File: src/rtl/core/pdld_pkg.sv
package pdld_pkg;

    localparam int SLOT_W = 4;
    localparam logic [SLOT_W-1:0] NONE_SLOT = 4'd15;

    typedef enum logic [2:0] {
        FN_ALLOC       = 3'd0,
        FN_ADD_TAIL    = 3'd1,
        FN_ADD_HEAD    = 3'd2,
        FN_REMOVE_HEAD = 3'd3,
        FN_REMOVE_TAIL = 3'd4,
        FN_MARK_DEAD   = 3'd5,
        FN_SWEEP_DEAD  = 3'd6,
        FN_QUERY       = 3'd7
    } func_t;

    typedef enum logic [1:0] {
        ST_OK    = 2'd0,
        ST_EMPTY = 2'd1,
        ST_INUSE = 2'd2
    } status_t;

    typedef struct packed {
        logic              en;
        logic [SLOT_W-1:0] addr;
        logic [SLOT_W-1:0] data;
    } link_wr_t;

endpackage

File: src/rtl/core/pdld_link_mem.sv
module pdld_link_mem #(
    parameter int SLOTS = 10
) (
    input  logic                      clk,
    input  logic                      rd_en,
    input  logic [pdld_pkg::SLOT_W-1:0] rd_addr,
    input  pdld_pkg::link_wr_t        next_wr,
    input  pdld_pkg::link_wr_t        prev_wr,
    output logic [pdld_pkg::SLOT_W-1:0] next_q,
    output logic [pdld_pkg::SLOT_W-1:0] prev_q
);
    import pdld_pkg::*;

    localparam int IDX_W = $clog2(SLOTS);

    logic [SLOT_W-1:0] next_mem [SLOTS];
    logic [SLOT_W-1:0] prev_mem [SLOTS];

    always_ff @(posedge clk)
    begin
        if (next_wr.en)
        begin
            next_mem[next_wr.addr[IDX_W-1:0]] <= next_wr.data;
        end
        if (prev_wr.en)
        begin
            prev_mem[prev_wr.addr[IDX_W-1:0]] <= prev_wr.data;
        end
        if (rd_en)
        begin
            next_q <= next_mem[rd_addr[IDX_W-1:0]];
            prev_q <= prev_mem[rd_addr[IDX_W-1:0]];
        end
    end

endmodule

File: src/rtl/core/pooled_doubly_linked_deque_top.sv
// Each beat is decoded in S_DEC; alloc, mark dead and query then go to S_FIN.
// On a non-empty list add passes through S_LINK2, remove through S_UNLINK, and
// sweep walks up to SLOTS entries in S_SWEEP, one entry per step. One beat at a
// time: the next beat is taken in the cycle after the result is loaded.
// Reset (rst_n low, asynchronous) empties the list and clears in-use and dead
// flags at once; the link memory needs no clearing pass.
module pooled_doubly_linked_deque_top #(
    parameter int SLOTS = 10
) (
    input  logic                        clk,
    input  logic                        rst_n,
    input  logic                        in_valid,
    output logic                        in_ready,
    input  logic [2:0]                  func,
    input  logic [pdld_pkg::SLOT_W-1:0] slot,
    output logic                        out_valid,
    input  logic                        out_ready,
    output logic [1:0]                  status,
    output logic [pdld_pkg::SLOT_W-1:0] result_slot,
    output logic                        is_head,
    output logic                        is_tail,
    output logic                        is_dead,
    output logic [pdld_pkg::SLOT_W-1:0] count
);
    import pdld_pkg::*;

    localparam int IDX_W = $clog2(SLOTS);
    localparam int CNT_W = $clog2(SLOTS + 1);
    localparam logic [SLOT_W-1:0] SLOT_LIM = SLOT_W'(SLOTS);

    typedef enum logic [5:0] {
        S_IDLE   = 6'b000001,
        S_DEC    = 6'b000010,
        S_LINK2  = 6'b000100,
        S_UNLINK = 6'b001000,
        S_SWEEP  = 6'b010000,
        S_FIN    = 6'b100000
    } state_t;

    state_t state_reg, state_next;
    logic [2:0]        func_reg;
    logic [SLOT_W-1:0] slot_reg;
    logic [SLOT_W-1:0] head_reg, head_next;
    logic [SLOT_W-1:0] tail_reg, tail_next;
    logic [SLOT_W-1:0] cnt_reg, cnt_next;
    logic [SLOTS-1:0]  in_use_reg, in_use_next;
    logic [SLOTS-1:0]  dead_reg, dead_next;
    logic [SLOT_W-1:0] cur_reg, cur_next;
    logic [CNT_W-1:0]  walk_reg, walk_next;
    logic              fwd_valid_reg, fwd_valid_next;
    logic [SLOT_W-1:0] fwd_prev_reg, fwd_prev_next;
    logic [1:0]        st_reg, st_next;
    logic [SLOT_W-1:0] res_reg, res_next;
    logic              qh_reg, qh_next, qt_reg, qt_next, qd_reg, qd_next;
    logic              out_valid_reg, out_valid_next;
    logic [1:0]        status_reg;
    logic [SLOT_W-1:0] result_reg, count_reg;
    logic              is_head_reg, is_tail_reg, is_dead_reg;

    logic              rd_en;
    logic [SLOT_W-1:0] rd_addr;
    link_wr_t          next_wr, prev_wr;
    logic [SLOT_W-1:0] next_q, prev_q;
    logic [SLOT_W-1:0] p_eff, n_eff;
    logic              free_found;
    logic [SLOT_W-1:0] free_idx;
    logic              slot_ok, accept, out_load;

    pdld_link_mem #(.SLOTS(SLOTS)) u_mem (
        .clk     (clk),
        .rd_en   (rd_en),
        .rd_addr (rd_addr),
        .next_wr (next_wr),
        .prev_wr (prev_wr),
        .next_q  (next_q),
        .prev_q  (prev_q)
    );

    assign in_ready = (state_reg == S_IDLE);
    assign accept   = in_valid && in_ready;
    assign out_load = (state_reg == S_FIN) && (!out_valid_reg || out_ready);
    assign slot_ok  = (slot_reg < SLOT_LIM);

    always_comb
    begin
        free_found = 1'b0;
        free_idx   = NONE_SLOT;
        for (int i = SLOTS - 1; i >= 0; i--)
        begin
            if (!in_use_reg[i])
            begin
                free_found = 1'b1;
                free_idx   = SLOT_W'(i);
            end
        end
    end

    always_comb
    begin
        p_eff = (state_reg == S_SWEEP && fwd_valid_reg) ? fwd_prev_reg : prev_q;
        n_eff = next_q;
    end

    always_comb
    begin
        state_next     = state_reg;
        head_next      = head_reg;
        tail_next      = tail_reg;
        cnt_next       = cnt_reg;
        in_use_next    = in_use_reg;
        dead_next      = dead_reg;
        cur_next       = cur_reg;
        walk_next      = walk_reg;
        fwd_valid_next = 1'b0;
        fwd_prev_next  = fwd_prev_reg;
        st_next        = st_reg;
        res_next       = res_reg;
        qh_next        = qh_reg;
        qt_next        = qt_reg;
        qd_next        = qd_reg;
        out_valid_next = out_valid_reg && !out_ready;
        rd_en          = 1'b0;
        rd_addr        = cur_reg;
        next_wr        = '0;
        prev_wr        = '0;

        case (state_reg)
            S_IDLE:
            begin
                if (accept)
                begin
                    state_next = S_DEC;
                end
            end
            S_DEC:
            begin
                st_next    = ST_OK;
                res_next   = NONE_SLOT;
                qh_next    = 1'b0;
                qt_next    = 1'b0;
                qd_next    = 1'b0;
                state_next = S_FIN;
                case (func_reg)
                    FN_ALLOC:
                    begin
                        if (free_found)
                        begin
                            dead_next[free_idx[IDX_W-1:0]] = 1'b0;
                            res_next = free_idx;
                        end
                        else
                        begin
                            st_next = ST_EMPTY;
                        end
                    end
                    FN_ADD_TAIL, FN_ADD_HEAD:
                    begin
                        if (!slot_ok || in_use_reg[slot_reg[IDX_W-1:0]])
                        begin
                            st_next = ST_INUSE;
                        end
                        else
                        begin
                            in_use_next[slot_reg[IDX_W-1:0]] = 1'b1;
                            cnt_next = cnt_reg + SLOT_W'(1);
                            res_next = slot_reg;
                            next_wr.en   = 1'b1;
                            next_wr.addr = slot_reg;
                            prev_wr.en   = 1'b1;
                            prev_wr.addr = slot_reg;
                            if (!(head_reg < SLOT_LIM) || !(tail_reg < SLOT_LIM))
                            begin
                                head_next    = slot_reg;
                                tail_next    = slot_reg;
                                next_wr.data = NONE_SLOT;
                                prev_wr.data = NONE_SLOT;
                            end
                            else if (func_reg == FN_ADD_TAIL)
                            begin
                                next_wr.data = NONE_SLOT;
                                prev_wr.data = tail_reg;
                                state_next   = S_LINK2;
                            end
                            else
                            begin
                                next_wr.data = head_reg;
                                prev_wr.data = NONE_SLOT;
                                state_next   = S_LINK2;
                            end
                        end
                    end
                    FN_REMOVE_HEAD, FN_REMOVE_TAIL:
                    begin
                        cur_next = (func_reg == FN_REMOVE_HEAD) ? head_reg : tail_reg;
                        if (cur_next < SLOT_LIM)
                        begin
                            rd_en      = 1'b1;
                            rd_addr    = cur_next;
                            state_next = S_UNLINK;
                        end
                        else
                        begin
                            st_next = ST_EMPTY;
                        end
                    end
                    FN_MARK_DEAD:
                    begin
                        if (slot_ok)
                        begin
                            dead_next[slot_reg[IDX_W-1:0]] = 1'b1;
                        end
                        else
                        begin
                            st_next = ST_INUSE;
                        end
                    end
                    FN_SWEEP_DEAD:
                    begin
                        cur_next  = head_reg;
                        walk_next = CNT_W'(1);
                        if (head_reg < SLOT_LIM)
                        begin
                            rd_en      = 1'b1;
                            rd_addr    = head_reg;
                            state_next = S_SWEEP;
                        end
                    end
                    default:
                    begin
                        if (slot_ok)
                        begin
                            qh_next = (head_reg < SLOT_LIM) && (head_reg == slot_reg);
                            qt_next = (tail_reg < SLOT_LIM) && (tail_reg == slot_reg);
                            qd_next = dead_reg[slot_reg[IDX_W-1:0]];
                        end
                        else
                        begin
                            st_next = ST_INUSE;
                        end
                    end
                endcase
            end
            S_LINK2:
            begin
                // hook the old end up to the new slot
                if (func_reg == FN_ADD_TAIL)
                begin
                    next_wr   = '{en: 1'b1, addr: tail_reg, data: slot_reg};
                    tail_next = slot_reg;
                end
                else
                begin
                    prev_wr   = '{en: 1'b1, addr: head_reg, data: slot_reg};
                    head_next = slot_reg;
                end
                state_next = S_FIN;
            end
            S_UNLINK, S_SWEEP:
            begin
                if (state_reg == S_UNLINK || dead_reg[cur_reg[IDX_W-1:0]])
                begin
                    if (p_eff < SLOT_LIM)
                    begin
                        next_wr = '{en: 1'b1, addr: p_eff, data: n_eff};
                    end
                    else
                    begin
                        head_next = n_eff;
                    end
                    if (n_eff < SLOT_LIM)
                    begin
                        prev_wr = '{en: 1'b1, addr: n_eff, data: p_eff};
                    end
                    else
                    begin
                        tail_next = p_eff;
                    end
                    if (cnt_reg != '0)
                    begin
                        cnt_next = cnt_reg - SLOT_W'(1);
                    end
                    in_use_next[cur_reg[IDX_W-1:0]] = 1'b0;
                    // prev of the following entry was just rewritten: forward it
                    fwd_valid_next = 1'b1;
                    fwd_prev_next  = p_eff;
                end
                if (state_reg == S_UNLINK)
                begin
                    res_next   = (func_reg == FN_REMOVE_HEAD) ? head_next : tail_next;
                    state_next = S_FIN;
                end
                else if ((n_eff < SLOT_LIM) && (walk_reg != CNT_W'(SLOTS)))
                begin
                    cur_next  = n_eff;
                    walk_next = walk_reg + CNT_W'(1);
                    rd_en     = 1'b1;
                    rd_addr   = n_eff;
                end
                else
                begin
                    state_next = S_FIN;
                end
            end
            S_FIN:
            begin
                if (out_load)
                begin
                    out_valid_next = 1'b1;
                    state_next     = S_IDLE;
                end
            end
            default:
            begin
                state_next = S_IDLE;
            end
        endcase
    end

    always_ff @(posedge clk or negedge rst_n)
    begin
        if (!rst_n)
        begin
            state_reg     <= S_IDLE;
            head_reg      <= NONE_SLOT;
            tail_reg      <= NONE_SLOT;
            cnt_reg       <= '0;
            in_use_reg    <= '0;
            dead_reg      <= '0;
            fwd_valid_reg <= 1'b0;
            out_valid_reg <= 1'b0;
        end
        else
        begin
            state_reg     <= state_next;
            head_reg      <= head_next;
            tail_reg      <= tail_next;
            cnt_reg       <= cnt_next;
            in_use_reg    <= in_use_next;
            dead_reg      <= dead_next;
            fwd_valid_reg <= fwd_valid_next;
            out_valid_reg <= out_valid_next;
        end
    end

    always_ff @(posedge clk)
    begin
        if (accept)
        begin
            func_reg <= func;
            slot_reg <= slot;
        end
        cur_reg      <= cur_next;
        walk_reg     <= walk_next;
        fwd_prev_reg <= fwd_prev_next;
        st_reg       <= st_next;
        res_reg      <= res_next;
        qh_reg       <= qh_next;
        qt_reg       <= qt_next;
        qd_reg       <= qd_next;
        if (out_load)
        begin
            status_reg  <= st_reg;
            result_reg  <= res_reg;
            is_head_reg <= qh_reg;
            is_tail_reg <= qt_reg;
            is_dead_reg <= qd_reg;
            count_reg   <= cnt_reg;
        end
    end

    assign out_valid   = out_valid_reg;
    assign status      = status_reg;
    assign result_slot = result_reg;
    assign is_head     = is_head_reg;
    assign is_tail     = is_tail_reg;
    assign is_dead     = is_dead_reg;
    assign count       = count_reg;

endmodule

File: config.mk
export PLATFORM = sky130hd
export DESIGN_NAME = pooled_doubly_linked_deque_top
export DESIGN_NICKNAME = d
export VERILOG_FILES = /design/src/rtl/core/pdld_pkg.sv /design/src/rtl/core/pdld_link_mem.sv /design/src/rtl/core/pooled_doubly_linked_deque_top.sv
export SDC_FILE = /design/constraint.sdc
export NUM_CORES = 1
export LEC_CHECK = 0
export ABC_CLOCK_PERIOD_IN_PS = 7300
export BUFFER_PORTS_ARGS = -buffer_cell sky130_fd_sc_hd__buf_2
export CAP_MARGIN = 0
export CORE_UTILIZATION = 28
export CTS_BUF_LIST = sky130_fd_sc_hd__clkbuf_4
export CTS_CLUSTER_SIZE = 16
export DETAILED_ROUTE_END_ITERATION = 12
export SYNTH_ARGS = -nofsm -noshare
export SYNTH_HDL_FRONTEND = slang
export SYNTH_SLANG_ARGS = --single-unit
File: constraint.sdc
create_clock -name clk -period 7.3 [get_ports clk]
set_clock_uncertainty 0.2 [all_clocks]
set_input_delay 0.73 -clock clk [delete_from_list [all_inputs] [get_ports clk]]
set_output_delay 0.73 -clock clk [all_outputs]
set_load 0.01 [all_outputs]
# Word level (Yosys, flattened, before mapping)
# Memories as Yosys holds them, arrays and structs flattened. A register that Yosys moved wholly into a read port is not among the register bits.
# Cells that the tools add are included.
# classes
bitwise_logic	7
order_cmp	12
muxes	120
n_reduce_logical	38
addsub	3
eq_ne	32
# op_table
operator	count
$mux 4	39
$mux 9	10
$pmux 4 s2	8
$pmux 9 s3	2
$mux 10	5
$mux 6	8
$pmux 10 s2	2
$mux 1	30
$pmux 6 s5	1
$ne 2x2->1 const B	14
$lt 4x4->1 const B	6
$pmux 4 s3	2
$and 10x10->10	2
$not 10->10	2
$or 10x10->10	2
$pmux 6 s3	1
$lt 4x5->1 const B	3
$reduce_and 5->1	3
$bmux 1 s4	3
$demux 1 s4	3
$ge 4x1->1 const B	3
$reduce_and 4->1	3
$logic_and 1x1->1	10
$eq 3x3->1 const B	3
other kinds (29)	47
# word_totals
out_inout_bits	15
mem_bits_rw	80
reg_bits	81
elab_cells	238
mem_count	2
# memory_table
memory	words	word_bits	read_ports	rd_ports_with_merged_regs	wr	line	rtl
u_mem.next_mem	10	4	1	1	1	pdld_link_mem.sv:16	logic [SLOT_W-1:0] next_mem [SLOTS];
u_mem.prev_mem	10	4	1	1	1	pdld_link_mem.sv:17	logic [SLOT_W-1:0] prev_mem [SLOTS];

# Longest topological paths before layout
# logic_depth
ltp_word	18
mapped_depth	12

# Modules after synthesis
# From an unflattened synthesis, not the netlist that was laid out.
# hier_totals
cells_unflattened	754
hier_area_um2	8797.2
# modules_own_cells
module	n_inst	seq_area_each_um2	area_each_um2	cells_per_inst
pooled_doubly_linked_deque_top	1	2243.4	5241.3	549
pdld_link_mem	1	2642.5	3555.9	205

# Worst setup path after synthesis
# OpenSTA, ideal clock, no wires.
# synth_timing
path_kind	register -> register
startpoint	register cur_reg[0]
endpoint	memory u_mem.prev_mem[8][0], enable pin
path_buffers	2
period_less_slack_ps	2991
setup_ps	329
path_stages_with_launch	12
t_required_ps	6771
t_arrival_ps	2462
slack_ps	4309
path_cell_list	edfxtp_1 buf_2 mux4_2 mux2i_1 o221a_2 nand2b_2 inv_2 buf_6 a32oi_1 nand2_1 or2_1 nor2_1
# synth_between
elab_chain_len	7
# synth_lines
element	line	rtl
start, declared	pooled_doubly_linked_deque_top.sv:48	logic [SLOT_W-1:0] cur_reg, cur_next;
start signal, assigned	pooled_doubly_linked_deque_top.sv:352	cur_reg <= cur_next;
$bmux 1 s4 *	pooled_doubly_linked_deque_top.sv:260	if (state_reg == S_UNLINK || dead_reg[cur_reg[IDX_W-1:0]])
$mux 1 (implied by the code) *	pooled_doubly_linked_deque_top.sv:260	
$logic_or 1x1->1 *	pooled_doubly_linked_deque_top.sv:260	
$mux 9 *	pooled_doubly_linked_deque_top.sv:260	
$pmux 9 s3 *	pooled_doubly_linked_deque_top.sv:127	case (state_reg)
$mux 1	pdld_link_mem.sv:25	if (prev_wr.en)
$mux 1 (implied by the code)	pdld_link_mem.sv:27	prev_mem[prev_wr.addr[IDX_W-1:0]] <= prev_wr.data;
end, declared	pdld_link_mem.sv:17	
# Every way passes the cells marked *; elsewhere a longest branch is shown, timed or not. The select of a mux whose other input is x is not followed.

# Worst setup path after layout
# layout_timing
startpoint	register state_reg[2]
endpoint	memory u_mem.prev_mem[1][1], enable pin
# layout_between
elab_chain_len	6
elab_cells_between_ends	10
classes_between	4 x eq/ne; 4 x mux; 2 x reduce/logical
# layout_lines
element	line	rtl
start, declared	pooled_doubly_linked_deque_top.sv:40	state_t state_reg, state_next;
start signal, assigned	pooled_doubly_linked_deque_top.sv:334	state_reg <= state_next;
$eq 6x4->1	pooled_doubly_linked_deque_top.sv:127, pooled_doubly_linked_deque_top.sv:260	
$logic_or 1x1->1	pooled_doubly_linked_deque_top.sv:260	
$mux 9	pooled_doubly_linked_deque_top.sv:260	
$pmux 9 s3 *	pooled_doubly_linked_deque_top.sv:127	
$mux 1	pdld_link_mem.sv:25	
$mux 1 (implied by the code)	pdld_link_mem.sv:27	
# Every way passes the cells marked *; elsewhere a longest branch is shown, timed or not.

==> impl_metrics.json <==
{
  "wl_per_cell_um": 18.6,
  "clock_latency_ps": 610,
  "worst_slew_pin_slew_ps": 1030,
  "synthFlopType": "edfxtp_1",
  "synth_seq_cells": 169,
  "yosys.area_share.adder_pct": 0.915,
  "grt_pass1_vias": 6293,
  "finalNonFillerCells": 1200,
  "clk_pin_slew_ps": 160,
  "clock_sinks": 169,
  "async_flop_share_pct": 23.7,
  "max-vdd-ir-drop_mv": 0.0963,
  "grt_pass1_wl_mm": 35.2,
  "synth_edf_count": 129,
  "clockRootBuffer": "clkbuf_4",
  "start_util_pct": 28.5,
  "critical_path.slowest_cell": "dfrtp_1",
  "syn2layout_area_growth_pct": 9.33,
  "finalWirelength_mm": 22.3,
  "finalNetCount": 804,
  "layout-drive-gt1-share_pct": 13.2,
  "drcViolationCount": 0,
  "final_antenna_net_count": 0,
  "htree_levels": 4,
  "final_area_um2": 9570,
  "setup_viol": 0,
  "final-hold-violation-count": 0,
  "syn_area_per_cell_um2": 11.3,
  "synthXorXnorAreaFrac_pct": 1.40,
  "leakagePower_nw": 3.48,
  "fmax_ghz": 0.266,
  "outcome": "complete, no violations",
  "rows": 64,
  "cpPeakStageDelay_ps": 480,
  "coreArea_um2": 30700,
  "fillerInstances": 3093,
  "final-seq-area_um2": 4890,
  "overflow": 0,
  "io_pins": 26,
  "end_kind": "flop",
  "synth_top_family_by_area": "simple AND/OR/NAND/NOR gates",
  "clk_path_buf_depth": 2,
  "critical_path.top_delay_family": "simple AND/OR/NAND/NOR gates",
  "drt_iter0_drc": 611,
  "vias": 6383,
  "whs_ps": 50.2,
  "cts_resized": 0,
  "die_w_um": 179,
  "synth_compound_gate_area_share_pct": 14.2,
  "grt_start_max_net_pins": 41,
  "firstDrtPassIters": 5,
  "port_buffers": 25,
  "syn_area_um2": 8760,
  "synth_mux_area_share_pct": 8.49,
  "track_usage_pct": 14.6,
  "layout_common_cells": "129 x edfxtp_1, 94 x nand2_1, 64 x nor2_1",
  "power_density_nw_per_um2": 276,
  "crit_chain": "or3_1, or3_4, clkinv_2, nand2b_2, inv_2, nand2_1, o21ai_1, nand3_1, nor2_1",
  "ctsHoldBuffers": 0,
  "antenna_found_initial": 3,
  "fin_tns_setup_ps": 0,
  "start_kind": "flop",
  "fin_crit_ps": 3760,
  "place_inst": 1165,
  "place_ws_ps": 3600,
  "fin_crit_sh_pct": 51.5,
  "ys_types": 82,
  "place_area_um2": 9240,
  "crit_buf_inv": 2,
  "postCtsSetupRepairBufs": 0,
  "synth_seq_area_share_pct": 55.8,
  "syn_nets": 794,
  "fin_ws_ps": 3540,
  "path_class": "reg -> reg",
  "synthCells": 778,
  "hp-class": "in -> async",
  "ys.warnings.count": 0,
  "slew-limit-headroom_pct": 30.9,
  "required_ps": 7380,
  "synthSimpleGateAreaFrac_pct": 16.0,
  "mostFrequentLayoutCell": "edfxtp_1",
  "die_h_um": 179,
  "gp_congestion": 0.908,
  "hpwl_mm": 15.6,
  "maxCapViolCount": 0,
  "die_area_um2": 32000,
  "worstPathArrival_ps": 3840,
  "cts_buffers": 17,
  "viasPerCell": 5.32,
  "tritoncts": "done",
  "crit_fanout": 28,
  "rsz0062_at_grt": "no",
  "slew_viol_final": 0,
  "multi_input_area_um2": 3600
}
-- per-stage QoR --
| stage | util [%] | power, W |
|---|---|---|
| 2_1_floorplan | - | 0.00182 |
| 3_3_place_gp | 30.1 | 0.00203 |
| 3_5_place_dp | 30.1 | 0.00204 |
| 4_1_cts | 31.2 | 0.00264 |
| 5_1_grt | 31.2 | 0.00277 |
| 6_report | 31.2 | 0.00264 |
-- cells in the mapped netlist (10+ instances only) --
cell	count	area (µm²)
a21oi_1	38	190
a31oi_1	14	87.6
and3_1	11	68.8
buf_2	12	60.1
clkbuf_1	24	90.1
dfrtp_1	31	776
edfxtp_1	129	3870
inv_1	14	52.6
mux2i_1	54	541
nand2_1	94	353
nand2b_1	14	87.6
nand3_1	10	50.1
nor2_1	65	244
nor2b_1	14	87.6
nor3_1	13	65.1
o211ai_1	11	82.6
o21ai_0	40	200
xor2_1	10	87.6
-- logic make-up after synthesis --
family | count (synthesis)
flops | 169
xor+xnor | 14
mux | 65
fa+ha+maj | 6
simple gates | 278
buf+inv | 61
compound gates | 185
-- worst paths after layout --
check | start | endpoint | slack [ps] | cells past startpoint
max | state_reg[2] | u_mem.prev_mem[1][1] | 3540 | 9
min | rst_n | dead_reg[6] | 50 | 1
max reg2reg | state_reg[2] | u_mem.prev_mem[1][1] | 3540 | 9
min reg2reg | qh_reg | is_head | 240 | 0
max in group asynchronous | rst_n | in_use_reg[1] | 6230 | 1
min in group clk | in_valid | state_reg[0] | 90 | 2
-- cell type report --
type                            count  area share, %
Inverter                           20          0.797
Multi-Input combinational cell    548           37.6
Timing Repair Buffer               32           1.86
Antenna cell                        3         0.0784
Sequential cell                   169           51.0
Clock inverter                     15           2.10
Tap cell                          396           5.18
Clock buffer                       17           1.33
-- power breakdown --
group | internal (W) | switching (W)
registers | 0.00116 | 0.000188
logic | 0.000284 | 0.000406
clock network | 0.000224 | 0.000385
-- routing by layer --
metal,vias up,part of all wire (%),track usage [%],wire [µm]
met4,0,2.6,5.76,581
met3,52,7.3,3.41,1630
met1,3102,45,19.8,10000
met2,287,45,22.3,10100
met5,-,0,0,0
li1,2942,-,-,-
Power figures use the tool's default switching activity.
